**src/rtl/b64e_pkg.sv**
```systemverilog
// shared types, constants and the sextet-to-ascii mapping for the base64 encoder
`timescale 1ns / 1ps

package b64e_pkg;

   localparam int CHARS_PER_ENTRY = 4;
   localparam int CHAR_IDX_W      = 2;

   localparam logic [7:0] PAD_CHAR = 8'h3D;

   typedef struct packed {
      logic [7:0] data_byte;
      logic       end_of_block;
   } req_type;

   typedef struct packed {
      logic [7:0] out_char;
      logic       out_last;
      logic       block_done;
   } rsp_type;

   // one classified byte: the characters it produces, ready to serialize
   typedef struct packed {
      logic [CHARS_PER_ENTRY-1:0][7:0] chars;
      logic [CHAR_IDX_W-1:0]           last_idx;
      logic                            done;
   } entry_type;

   // standard alphabet: A-Z, a-z, 0-9, '+', '/'
   function automatic logic [7:0] sextet_char(input logic [5:0] v);
      logic [7:0] code;
      code = {2'b00, v};
      if (v < 6'd26) begin
         sextet_char = code + 8'd65;
      end else if (v < 6'd52) begin
         sextet_char = code + 8'd71;
      end else if (v < 6'd62) begin
         sextet_char = code - 8'd4;
      end else if (v == 6'd62) begin
         sextet_char = 8'h2B;
      end else begin
         sextet_char = 8'h2F;
      end
   endfunction

endpackage

```
**src/rtl/base64_stream_encoder.sv**
```systemverilog
// top level of the padded base64 stream encoder
`timescale 1ns / 1ps

// Padded base64 encoder for a byte stream. Each req transfer carries one raw byte and a
// flag marking the final byte of a block; each rsp transfer carries one ASCII character
// (A-Z a-z 0-9 + / or '=') with out_last on the final character of a byte and block_done
// on the final character of the block. Bytes are classified by the front end, which keeps
// the group phase and the leftover bits, and land in a QUEUE_DEPTH-entry queue; the back
// end drains that queue at one character per cycle while rsp_ready does not stall it. The
// character serializer sets the rate: a byte takes as many transfers as characters it
// makes, 1, 1 and 2 across a group of three, and up to 4 for a final byte that needs
// "==" padding. The first character of a byte passes through the queue and then the
// output register before it is on the rsp port. The front keeps accepting bytes while
// the queue has room, also when the output stalls. QUEUE_DEPTH must be at least 2.

module base64_stream_encoder #(
   parameter int QUEUE_DEPTH = 2
) (
   input  logic              clock,
   input  logic              reset,
   // byte input
   input  logic              req_valid,
   output logic              req_ready,
   input  b64e_pkg::req_type req_data,
   // character output
   output logic              rsp_valid,
   input  logic              rsp_ready,
   output b64e_pkg::rsp_type rsp_data
);
   import b64e_pkg::*;

   // front to queue
   logic      push_valid;
   logic      push_ready;
   entry_type push_entry;

   // queue to back
   logic      pop_valid;
   logic      pop_ready;
   entry_type pop_entry;

   // phase/carry tracking and character selection
   b64e_front u_front (
      .clock      (clock),
      .reset      (reset),
      .req_valid  (req_valid),
      .req_ready  (req_ready),
      .req_data   (req_data),
      .push_valid (push_valid),
      .push_ready (push_ready),
      .push_entry (push_entry)
   );

   // decoupling queue, lets input run on while output stalls
   b64e_queue #(
      .DEPTH (QUEUE_DEPTH)
   ) u_queue (
      .clock      (clock),
      .reset      (reset),
      .push_valid (push_valid),
      .push_ready (push_ready),
      .push_entry (push_entry),
      .pop_valid  (pop_valid),
      .pop_ready  (pop_ready),
      .pop_entry  (pop_entry)
   );

   // one character per transfer into the output register
   b64e_back u_back (
      .clock     (clock),
      .reset     (reset),
      .pop_valid (pop_valid),
      .pop_ready (pop_ready),
      .pop_entry (pop_entry),
      .rsp_valid (rsp_valid),
      .rsp_ready (rsp_ready),
      .rsp_data  (rsp_data)
   );

   // end of block always closes the byte's character run
   a_done_is_last: assert property (@(posedge clock) disable iff (reset)
      rsp_valid && rsp_data.block_done |-> rsp_data.out_last)
      else $error("block_done without out_last");

   // padding only ever closes a block
   a_pad_ends_block: assert property (@(posedge clock) disable iff (reset)
      rsp_valid && rsp_data.out_char == PAD_CHAR && rsp_data.out_last
         |-> rsp_data.block_done)
      else $error("padding character outside block end");

   // input backpressure only when the queue holds work for the back end
   a_stall_has_work: assert property (@(posedge clock) disable iff (reset)
      !req_ready |-> pop_valid)
      else $error("input stalled with empty queue");

   // a popped entry must have gone into the output register
   a_pop_loads: assert property (@(posedge clock) disable iff (reset)
      pop_valid && pop_ready |=> rsp_valid && rsp_data.out_last)
      else $error("entry popped without final character shown");

endmodule

```
**src/rtl/b64e_front.sv**
```systemverilog
// front end: accepts bytes, tracks group phase and carry, builds character entries
`timescale 1ns / 1ps

module b64e_front (
   input  logic                clock,
   input  logic                reset,
   input  logic                req_valid,
   output logic                req_ready,
   input  b64e_pkg::req_type   req_data,
   output logic                push_valid,
   input  logic                push_ready,
   output b64e_pkg::entry_type push_entry
);
   import b64e_pkg::*;

   localparam logic [1:0] PHASE_FIRST  = 2'd0;
   localparam logic [1:0] PHASE_SECOND = 2'd1;
   localparam logic [1:0] PHASE_THIRD  = 2'd2;

   logic [1:0] phase_ff, phase_in;
   logic [3:0] carry_ff, carry_in;
   logic [7:0] b;
   logic       last;
   logic       take;

   assign b          = req_data.data_byte;
   assign last       = req_data.end_of_block;
   assign req_ready  = push_ready;
   assign push_valid = req_valid;
   assign take       = req_valid && push_ready;

   always_comb begin
      push_entry.chars    = {CHARS_PER_ENTRY{PAD_CHAR}};
      push_entry.last_idx = '0;
      push_entry.done     = last;
      phase_in            = PHASE_SECOND;
      carry_in            = b[3:0];
      case (phase_ff)
         PHASE_SECOND: begin
            push_entry.chars[0] = sextet_char({carry_ff[1:0], b[7:4]});
            if (last) begin
               push_entry.chars[1] = sextet_char({b[3:0], 2'b00});
               push_entry.last_idx = 2'd2;
            end
            phase_in = PHASE_THIRD;
         end
         PHASE_THIRD: begin
            push_entry.chars[0] = sextet_char({carry_ff, b[7:6]});
            push_entry.chars[1] = sextet_char(b[5:0]);
            push_entry.last_idx = 2'd1;
            phase_in            = PHASE_FIRST;
         end
         default: begin
            // first byte of a group, also the unused fourth code
            push_entry.chars[0] = sextet_char(b[7:2]);
            if (last) begin
               push_entry.chars[1] = sextet_char({b[1:0], 4'b0000});
               push_entry.last_idx = 2'd3;
            end
            phase_in = PHASE_SECOND;
         end
      endcase
      if (last) begin
         phase_in = PHASE_FIRST;
         carry_in = '0;
      end
   end

   always_ff @(posedge clock) begin
      if (reset) begin
         phase_ff <= PHASE_FIRST;
         carry_ff <= '0;
      end else if (take) begin
         phase_ff <= phase_in;
         carry_ff <= carry_in;
      end
   end

endmodule

```
**src/rtl/b64e_queue.sv**
```systemverilog
// small fifo of classified entries between front and back
`timescale 1ns / 1ps

module b64e_queue #(
   parameter int DEPTH = 2
) (
   input  logic                clock,
   input  logic                reset,
   input  logic                push_valid,
   output logic                push_ready,
   input  b64e_pkg::entry_type push_entry,
   output logic                pop_valid,
   input  logic                pop_ready,
   output b64e_pkg::entry_type pop_entry
);
   import b64e_pkg::*;

   localparam int PTR_W = $clog2(DEPTH);
   localparam int CNT_W = $clog2(DEPTH + 1);

   entry_type        mem_ff [DEPTH];
   logic [PTR_W-1:0] wr_ptr_ff, wr_ptr_in;
   logic [PTR_W-1:0] rd_ptr_ff, rd_ptr_in;
   logic [CNT_W-1:0] count_ff, count_in;
   logic             do_push, do_pop;

   assign push_ready = (count_ff != CNT_W'(DEPTH));
   assign pop_valid  = (count_ff != '0);
   assign pop_entry  = mem_ff[rd_ptr_ff];
   assign do_push    = push_valid && push_ready;
   assign do_pop     = pop_valid && pop_ready;

   always_comb begin
      wr_ptr_in = wr_ptr_ff;
      rd_ptr_in = rd_ptr_ff;
      count_in  = count_ff;
      if (do_push) begin
         wr_ptr_in = (wr_ptr_ff == PTR_W'(DEPTH - 1)) ? '0 : wr_ptr_ff + 1'b1;
      end
      if (do_pop) begin
         rd_ptr_in = (rd_ptr_ff == PTR_W'(DEPTH - 1)) ? '0 : rd_ptr_ff + 1'b1;
      end
      if (do_push && !do_pop) begin
         count_in = count_ff + 1'b1;
      end else if (do_pop && !do_push) begin
         count_in = count_ff - 1'b1;
      end
   end

   always_ff @(posedge clock) begin
      if (do_push) begin
         mem_ff[wr_ptr_ff] <= push_entry;
      end
   end

   always_ff @(posedge clock) begin
      if (reset) begin
         wr_ptr_ff <= '0;
         rd_ptr_ff <= '0;
         count_ff  <= '0;
      end else begin
         wr_ptr_ff <= wr_ptr_in;
         rd_ptr_ff <= rd_ptr_in;
         count_ff  <= count_in;
      end
   end

endmodule

```
**src/rtl/b64e_back.sv**
```systemverilog
// back end: serializes entry characters into the registered result channel
`timescale 1ns / 1ps

module b64e_back (
   input  logic                clock,
   input  logic                reset,
   input  logic                pop_valid,
   output logic                pop_ready,
   input  b64e_pkg::entry_type pop_entry,
   output logic                rsp_valid,
   input  logic                rsp_ready,
   output b64e_pkg::rsp_type   rsp_data
);
   import b64e_pkg::*;

   logic [CHAR_IDX_W-1:0] idx_ff, idx_in;
   logic                  valid_ff, valid_in;
   rsp_type               data_ff, data_in;
   logic                  load;
   logic                  final_char;

   assign load       = pop_valid && (!valid_ff || rsp_ready);
   assign final_char = (idx_ff == pop_entry.last_idx);
   assign pop_ready  = load && final_char;
   assign rsp_valid  = valid_ff;
   assign rsp_data   = data_ff;

   always_comb begin
      idx_in              = idx_ff;
      valid_in            = valid_ff && !rsp_ready;
      data_in             = data_ff;
      if (load) begin
         valid_in            = 1'b1;
         data_in.out_char    = pop_entry.chars[idx_ff];
         data_in.out_last    = final_char;
         data_in.block_done  = final_char && pop_entry.done;
         idx_in              = final_char ? '0 : idx_ff + 1'b1;
      end
   end

   always_ff @(posedge clock) begin
      data_ff <= data_in;
   end

   always_ff @(posedge clock) begin
      if (reset) begin
         idx_ff   <= '0;
         valid_ff <= 1'b0;
      end else begin
         idx_ff   <= idx_in;
         valid_ff <= valid_in;
      end
   end

endmodule
```
**config.mk**
```make
export PLATFORM = sky130hd
export DESIGN_NAME = base64_stream_encoder
export DESIGN_NICKNAME = d
export VERILOG_FILES = /design/src/rtl/b64e_pkg.sv /design/src/rtl/base64_stream_encoder.sv /design/src/rtl/b64e_front.sv /design/src/rtl/b64e_queue.sv /design/src/rtl/b64e_back.sv
export SDC_FILE = /design/constraint.sdc
export NUM_CORES = 1
export LEC_CHECK = 0
export ABC_AREA = 1
export ABC_CLOCK_PERIOD_IN_PS = 1900
export BUFFER_PORTS_ARGS = -buffer_cell sky130_fd_sc_hd__buf_2
export CORE_ASPECT_RATIO = 0.6
export CORE_MARGIN = 5
export CORE_UTILIZATION = 55
export DETAILED_ROUTE_END_ITERATION = 8
export GPL_TIMING_DRIVEN = 0
export PLACE_DENSITY = 0.76
export SLEW_MARGIN = 20
export SYNTH_ARGS = -nofsm -noshare
export SYNTH_HDL_FRONTEND = slang
export SYNTH_SLANG_ARGS = --single-unit
```
**constraint.sdc**
```tcl
create_clock -name clock -period 1.9 [get_ports clock]
set_input_delay 0.095 -clock clock [delete_from_list [all_inputs] [get_ports clock]]
set_output_delay 0.095 -clock clock [all_outputs]
set_load 0.01 [all_outputs]
```
==> metrics.md, run 1 <==
| Metric | Value |
|---|---|
| Final period utilization | 97.0% |
| Layout cells sized above 1 | 19.4% |
| Critical Path RT | 1.95 ns |
| Clock buffer depth | 2 |
| Leak | 2.23 nW |
| Status | finished clean |
| Synthesized Nets | 620 |
| Final hold vios | 0 |
| Mapped Avg Cell Area | 7.68 sq um |
| Worst stage delay on the critical path | 0.37 ns |
| Clock slew seen by the registers of the worst setup and hold paths | 0.05 ns |
| Path depth of the worst reg2reg path | 9 |
| I/O pins | 25 |
| Die ar. | 0.0101 sq mm |
| CP most frequent cell | nand2_1 |
| H-tree depth | 3 |
| Detailed placement HPWL | 9.92 mm |
| Tightest Pin Transition | 0.615 ns |
| Critical-path top delay cell | dfxtp_2 |
| TritonCTS buffer count | 9 |
| Final ANT Viol Nets | 0 |
| VDD IR-drop max | 1.24 mV |
| 1st-pass router iterations | 6 |
| EDFF count, synth | 48 |
| Fin. max-slew vios | 0 |
| Busiest grt layer | met1 |
| # diodes | 0 |
| Drt via density | 6.11 |
| Cells after synthesis | 582 |
| Ys Warns | 0 |
| Drt initial violations | 723 |
| Mapped cell area | 0.00447 sq mm |
| Area leader, netlist | edfxtp_1 |
| CP Launch Point | u_front.carry_ff[0] |
| Placed Area | 0.00473 sq mm |
| RePlAce Congestion | 1.05 |
| Main synth FF type | edfxtp_1 |
| Asr flop ratio synth | 0% |
| Total track usage | 27.2% |
| Fin crit period | 1.84 ns |
| Reg-to-reg critical path startpoint | u_front.carry_ff[0] |
| Final WS setup | 0.0569 ns |
| Power density over the cells | 1190 mW/mm^2 |
| Final nets | 658 |
| Yosys top cell area share | 32.2% |
| Crit path capture | u_queue.mem_ff[0][3] |
| Initial Util | 56.7% |
| Most common cell in the synthesized netlist | nand2_1 |
| Post-layout util | 66.2% |
| Slew headroom | 58.9% |
| Max Cap Viol | 0 |
| Crit Path Category | reg -> reg |
| Global-route wire length before repair | 21.2 mm |
| Min-Delay Startpoint | rsp_ready |
| Final Non-Filler Cells | 733 |
| CTS tree | done |
| Die width | 126 um |
| # clock sinks | 62 |
| GRT met1 Usage | 42.7% |
| Seq cells post-synth | 62 |
| PortBufs | 23 |
| CP Max Fanout | 9 |
| Setup-failing EPs final | 0 |
| DRC errors left | 0 |
| Synth-to-layout area growth | 16.8% |
| RSZ-0062 raised after global routing | yes |
| Initial antenna violation count | 0 |
| Largest net degree at the start of global routing | 21 |
| Crit path DAT | 1.90 ns |
| Skew-Pair Late Insertion Delay | 0.33 ns |
| Ranking of synthesized cells by area | edfxtp_1, nand2_1, ha_1 |
| Site row count | 25 |
| CORE AREA | 0.00788 sq mm |
| Crit start category | flip-flop |
| Kind of end point of the critical path | flip-flop |
| Critical Path, Cell by Cell | buf_8 -> inv_4 -> ha_4 -> nor2_4 -> nand3_1 -> o21ai_0 -> o21ai_1 -> nand2_1 -> nand2_1 |
| Overall Power | 6.23 mW |
| Total wire length | 13.6 mm |
| Top cells by count, synth | nand2_1, nor2_1, inv_1 |
| M2 GR Usage | 34.3% |
| Die H | 79.8 um |
| Final clock skew | 0.00609 ns |
| # placed instances | 713 |
| Register area share after synthesis | 38.5% |
| Reg2Reg Setup Slack | 0.06 ns |
| Fmax | 543 MHz |
| Worst reg2reg endpoint | u_queue.mem_ff[0][3] |
| Cell variety after synth | 39 |
| Pre-CTS worst setup slack | -0.298 ns |
| Hold crit path type | in -> reg |
| Via count | 4,479 |
| CTS root buf | clkbuf_16 |
| Vias in the first global route | 3,897 |
| Total congestion overflow | 0 |
| Routed length per instance | 18.5 um |
| Final Cell Area | 0.00522 sq mm |
| Met3 Use GR | 9.49% |
cell families (layout without fill, tap and decap cells):
| kind of cell | after synthesis | in the layout | synth area share, % |
|---|---|---|---|
| and+or+nand+nor | 264 | 265 | 26.6 |
| AOI/OAI and AO/OA | 126 | 126 | 16.0 |
| buffers and inverters | 91 | 133 | 8.98 |
| DFF | 62 | 62 | 38.5 |
| adders and majority gates | 25 | 25 | 7.00 |
| xor gates and xnor gates | 14 | 14 | 2.91 |
per-layer routing:
metal  routed length [um]  up-vias
met5                    0        -
met3                 1860       22
met2                 5260      300
met4                  204        0
met1                 6230     2104
li1                     -     2053
registers in the layout (all words and copies together), names as in the netlist, named ones only:
signal             flops
u_back.idx_ff          2
u_back.rsp_data       10
u_back.rsp_valid       1
u_front.carry_ff       4
u_front.phase_ff       2
u_queue.count_ff       2
u_queue.mem_ff        38
u_queue.rd_ptr_ff      1
u_queue.wr_ptr_ff      1
metrics by stage:
stage / setup TNS [ns] / hold slack [ns]
final: 0 / 0.0892
after global routing: -0.0356 / 0.120
after CTS: -7.86 / 0.0843
after detailed placement: -12.10 / 0.337
after global placement: -10.49 / 0.339
after floorplan: 0 / 0.194
worst max-delay path: cells and delay by family, from the launching register on:
kind	cells	cell delay, ns
and+or+nand+nor	4	0.48
DFF	1	0.37
AOI/OAI and AO/OA	2	0.32
buffers and inverters	2	0.21
adders and majority gates	1	0.18
how the worst min path moves through the flow:
| stage | endpoint | slack (ns) | cells past startpoint |
|---|---|---|---|
| global placement | u_queue.mem_ff[1][0] | 0.34 | 1 |
| global route | u_back.rsp_valid | 0.12 | 4 |
| finish | u_back.rsp_valid | 0.09 | 4 |
| CTS | u_back.rsp_valid | 0.08 | 4 |
| detailed placement | u_queue.mem_ff[0][0] | 0.34 | 1 |
| floorplan | u_queue.mem_ff[0][0] | 0.19 | 0 |
final cells by class:
cell class	instances	area [sq um]
flip-flops and latches	62	1730
clock buffers	13	270
clock inverters	3	17.5
repair buffers	29	163
well taps	108	135
multi-input cells	430	2470
fillers	706	2660
inverters	65	265
plain buffers	23	169
where the power goes:
group	switching (mW)	internal (mW)
combinational	1.69	0.833
sequential	0.152	2.01
clock	0.560	0.983
timing repair:
action / 4_1_cts / 5_1_grt
pin swaps: 1 / 3
gates cloned: 0 / 1
endpoints found under the hold margin: 2 / 0
gates resized for setup: 19 / 33
setup buffers: 2 / 3
setup endpoints to repair: 58 / 63
hold buffers: 1 / 0
layout by cell type (no fill, tap or decap), drive strengths merged:
cell type | Yosys | layout
xnor2 | 3 | 3
o21ai | 56 | 56
a21oi | 39 | 39
a21o | 1 | 1
clkbuf | 7 | 16
o311ai | 5 | 5
nand3 | 49 | 49
a21boi | 1 | 1
o31ai | 1 | 1
clkinvlp | 0 | 2
a211oi | 6 | 6
nand2 | 131 | 131
o211ai | 11 | 11
nor4 | 1 | 1
dlygate4sd3 | 0 | 1
nand4 | 12 | 12
clkinv | 0 | 2
dfxtp | 14 | 14
xor2 | 11 | 11
ha | 25 | 25
buf | 19 | 48
inv | 65 | 64
edfxtp | 48 | 48
nor2 | 68 | 69
a31oi | 4 | 4
nor3 | 3 | 3
o22ai | 2 | 2
Note: power is estimated with default switching activity, not from simulation.
==> run 2, diff against run 1 <==
--- a/config.mk
+++ b/config.mk
@@ -14,7 +14,7 @@
 export DETAILED_ROUTE_END_ITERATION = 8
 export GPL_TIMING_DRIVEN = 0
 export PLACE_DENSITY = 0.76
-export SLEW_MARGIN = 20
+export SETUP_SLACK_MARGIN = 0.2
 export SYNTH_ARGS = -nofsm -noshare
 export SYNTH_HDL_FRONTEND = slang
 export SYNTH_SLANG_ARGS = --single-unit
==> run 2 against run 1 <==
Net effect: sequential share of layout area decreased by 2.7 points; critical path depth is 1 higher; sequential power about the same; die area unchanged; wire length rose by 5.4%; setup slack improved by 0.047 ns; clock-buffer cell count shrank 2; cell area is 9.2% higher; power up 8.7%.
==> metrics.md, run 2 (same netlist as run 1, synthesis figures left out) <==
| Metric | Value |
|---|---|
| Routed length per instance | 18.7 um |
| Kind of end point of the critical path | flip-flop |
| Worst stage delay on the critical path | 0.40 ns |
| Final-layout fill cell count | 609 |
| Power density over the cells | 1190 mW/mm^2 |
| Busiest grt layer | met1 |
| Final ANT Viol Nets | 0 |
| Detailed placement HPWL | 9.48 mm |
| Critical-path top delay cell | dfxtp_4 |
| 1st-pass router iterations | 6 |
| Vias in the first global route | 4,068 |
| Drt initial violations | 671 |
| Largest register FFs | 38 |
| Min-Delay Startpoint | rsp_ready |
| CP Launch Point | u_front.carry_ff[1] |
| Final Cell Area | 0.00570 sq mm |
| Leak | 2.41 nW |
| Register area | 0.00173 sq mm |
| DRC errors left | 0 |
| Die ar. | 0.0101 sq mm |
| Largest net degree at the start of global routing | 21 |
| PortBufs | 23 |
| Total congestion overflow | 0 |
| CP most frequent cell | nand2_1 |
| Initial Util | 56.7% |
| Buffers and inverters on the worst path | 2 |
| VDD IR-drop max | 1.10 mV |
| Footprint of the multi-input gates | 0.00257 sq mm |
| Fin crit period | 1.80 ns |
| Reg2Reg Setup Slack | 0.10 ns |
| Fmax | 557 MHz |
| I/O pins | 25 |
| Critical Path, Cell by Cell | ha_4 -> inv_6 -> nor2_8 -> buf_6 -> nand2_1 -> o21ai_0 -> nor2_1 -> o22ai_1 -> nand2_1 -> nand2_2 |
| CP top delay family | simple AND/OR/NAND/NOR gates |
| Crit start category | flip-flop |
| RSZ-0062 raised after global routing | yes |
| Largest reg by FF count | u_queue.mem_ff |
| Tightest Pin Transition | 0.465 ns |
| Total wire length | 14.3 mm |
| RePlAce Congestion | 1.08 |
| Status | finished clean |
| CTS tree | done |
| CTS root buf | clkbuf_16 |
| Reg-to-reg critical path startpoint | u_front.carry_ff[1] |
| Critical Path RT | 2.09 ns |
| # diodes | 0 |
| Final period utilization | 94.5% |
| M2 GR Usage | 37.6% |
| Placed Area | 0.00476 sq mm |
| Initial antenna violation count | 0 |
| Hold crit path type | in -> reg |
| Crit path DAT | 1.99 ns |
| Die width | 126 um |
| Slew headroom | 69.0% |
| Clock slew seen by the registers of the worst setup and hold paths | 0.05 ns |
| TritonCTS buffer count | 9 |
| Via count | 4,614 |
| Setup-failing EPs final | 0 |
| Crit Path Category | reg -> reg |
| Clock buffer depth | 2 |
| CP Max Fanout | 6 |
| Most frequent cells in the layout | nand2_1, nor2_1, edfxtp_1 |
| Hold Slack | 0.0974 ns |
| GRT met1 Usage | 42.4% |
| Final hold vios | 0 |
| Total track usage | 27.6% |
| Global-route wire length before repair | 21.7 mm |
| Drt via density | 6.04 |
| CORE AREA | 0.00788 sq mm |
| H-tree depth | 3 |
| Fin. max-slew vios | 0 |
| Max Cap Viol | 0 |
| Synth-to-layout area growth | 27.5% |
| Site row count | 25 |
| Layout cells sized above 1 | 28.2% |
| Final clock skew | 0.00650 ns |
| Skew-Pair Late Insertion Delay | 0.33 ns |
| Final nets | 689 |
| Commonest non-fill, non-tap cell in the layout | nand2_1 |
| Die H | 79.8 um |
| # clock sinks | 62 |
| Met3 Use GR | 8.49% |
## run 2: cell count changes in the layout (fill, tap and decap cells not counted), sizes merged
cell,before,now
clkinvlp,2,6
buf,48,77
inv,64,59
clkinv,2,3
bufinv,0,2
## run 2: layer usage
metal | wire [um] | up-vias
met3 | 1980 | 32
met1 | 6300 | 2148
li1 | - | 2116
met5 | 0 | -
met4 | 197 | 0
met2 | 5810 | 318
## run 2: per-stage QoR
step / instances / utilization (%) / TNS (ns) / worst slack [ns] / power [mW]
global route: 764 / 72.3 / 0 / 0.0675 / 7.12
CTS: 744 / 68.5 / 0 / 0.119 / 6.42
global placement: 713 / 60.3 / -4.19 / -0.259 / 4.37
floorplan: 582 / - / 0 / 0.219 / 3.72
finish: 764 / 72.3 / 0 / 0.104 / 6.77
detailed placement: 713 / 60.3 / -4.06 / -0.257 / 4.41
## run 2: final timing paths
check	end	cells past startpoint
max	u_queue.mem_ff[1][4]	10
min	u_back.rsp_valid	4
max reg2reg	u_queue.mem_ff[1][4]	10
min reg2reg	flip-flop	2
## run 2: where the power goes
part	total, mW	internal [mW]	switching (mW)
sequential	2.16	2.01	0.156
combinational	2.92	1.08	1.84
clock	1.69	1.14	0.548
total	6.77	4.22	2.54
## run 2: final cells by class
cell class                 count  area share (%)
clock buffer                  11            4.08
tap                          108            2.37
multi-input combinational    430            45.1
sequential                    62            30.4
timing repair buffer          57            7.55
clock inverter                 5            1.29
inverter                      65            5.51
buffer                        26            3.71
## run 2: timing repair
item,CTS,global route
setup endpoints to repair,70,57
hold buffers,1,0
hold endpoints to repair,2,0
setup buffers,14,19
gates cloned,0,1
pin swaps,15,20
gates resized for setup,66,52
## run 2: worst register-to-register path, cell delays in order (launching register included)
cell and delay [ns]:
dfxtp_4 0.40, ha_4 0.22, inv_6 0.08, nor2_8 0.20
buf_6 0.15, nand2_1 0.06, o21ai_0 0.11, nor2_1 0.08
o22ai_1 0.19, nand2_1 0.10, nand2_2 0.08
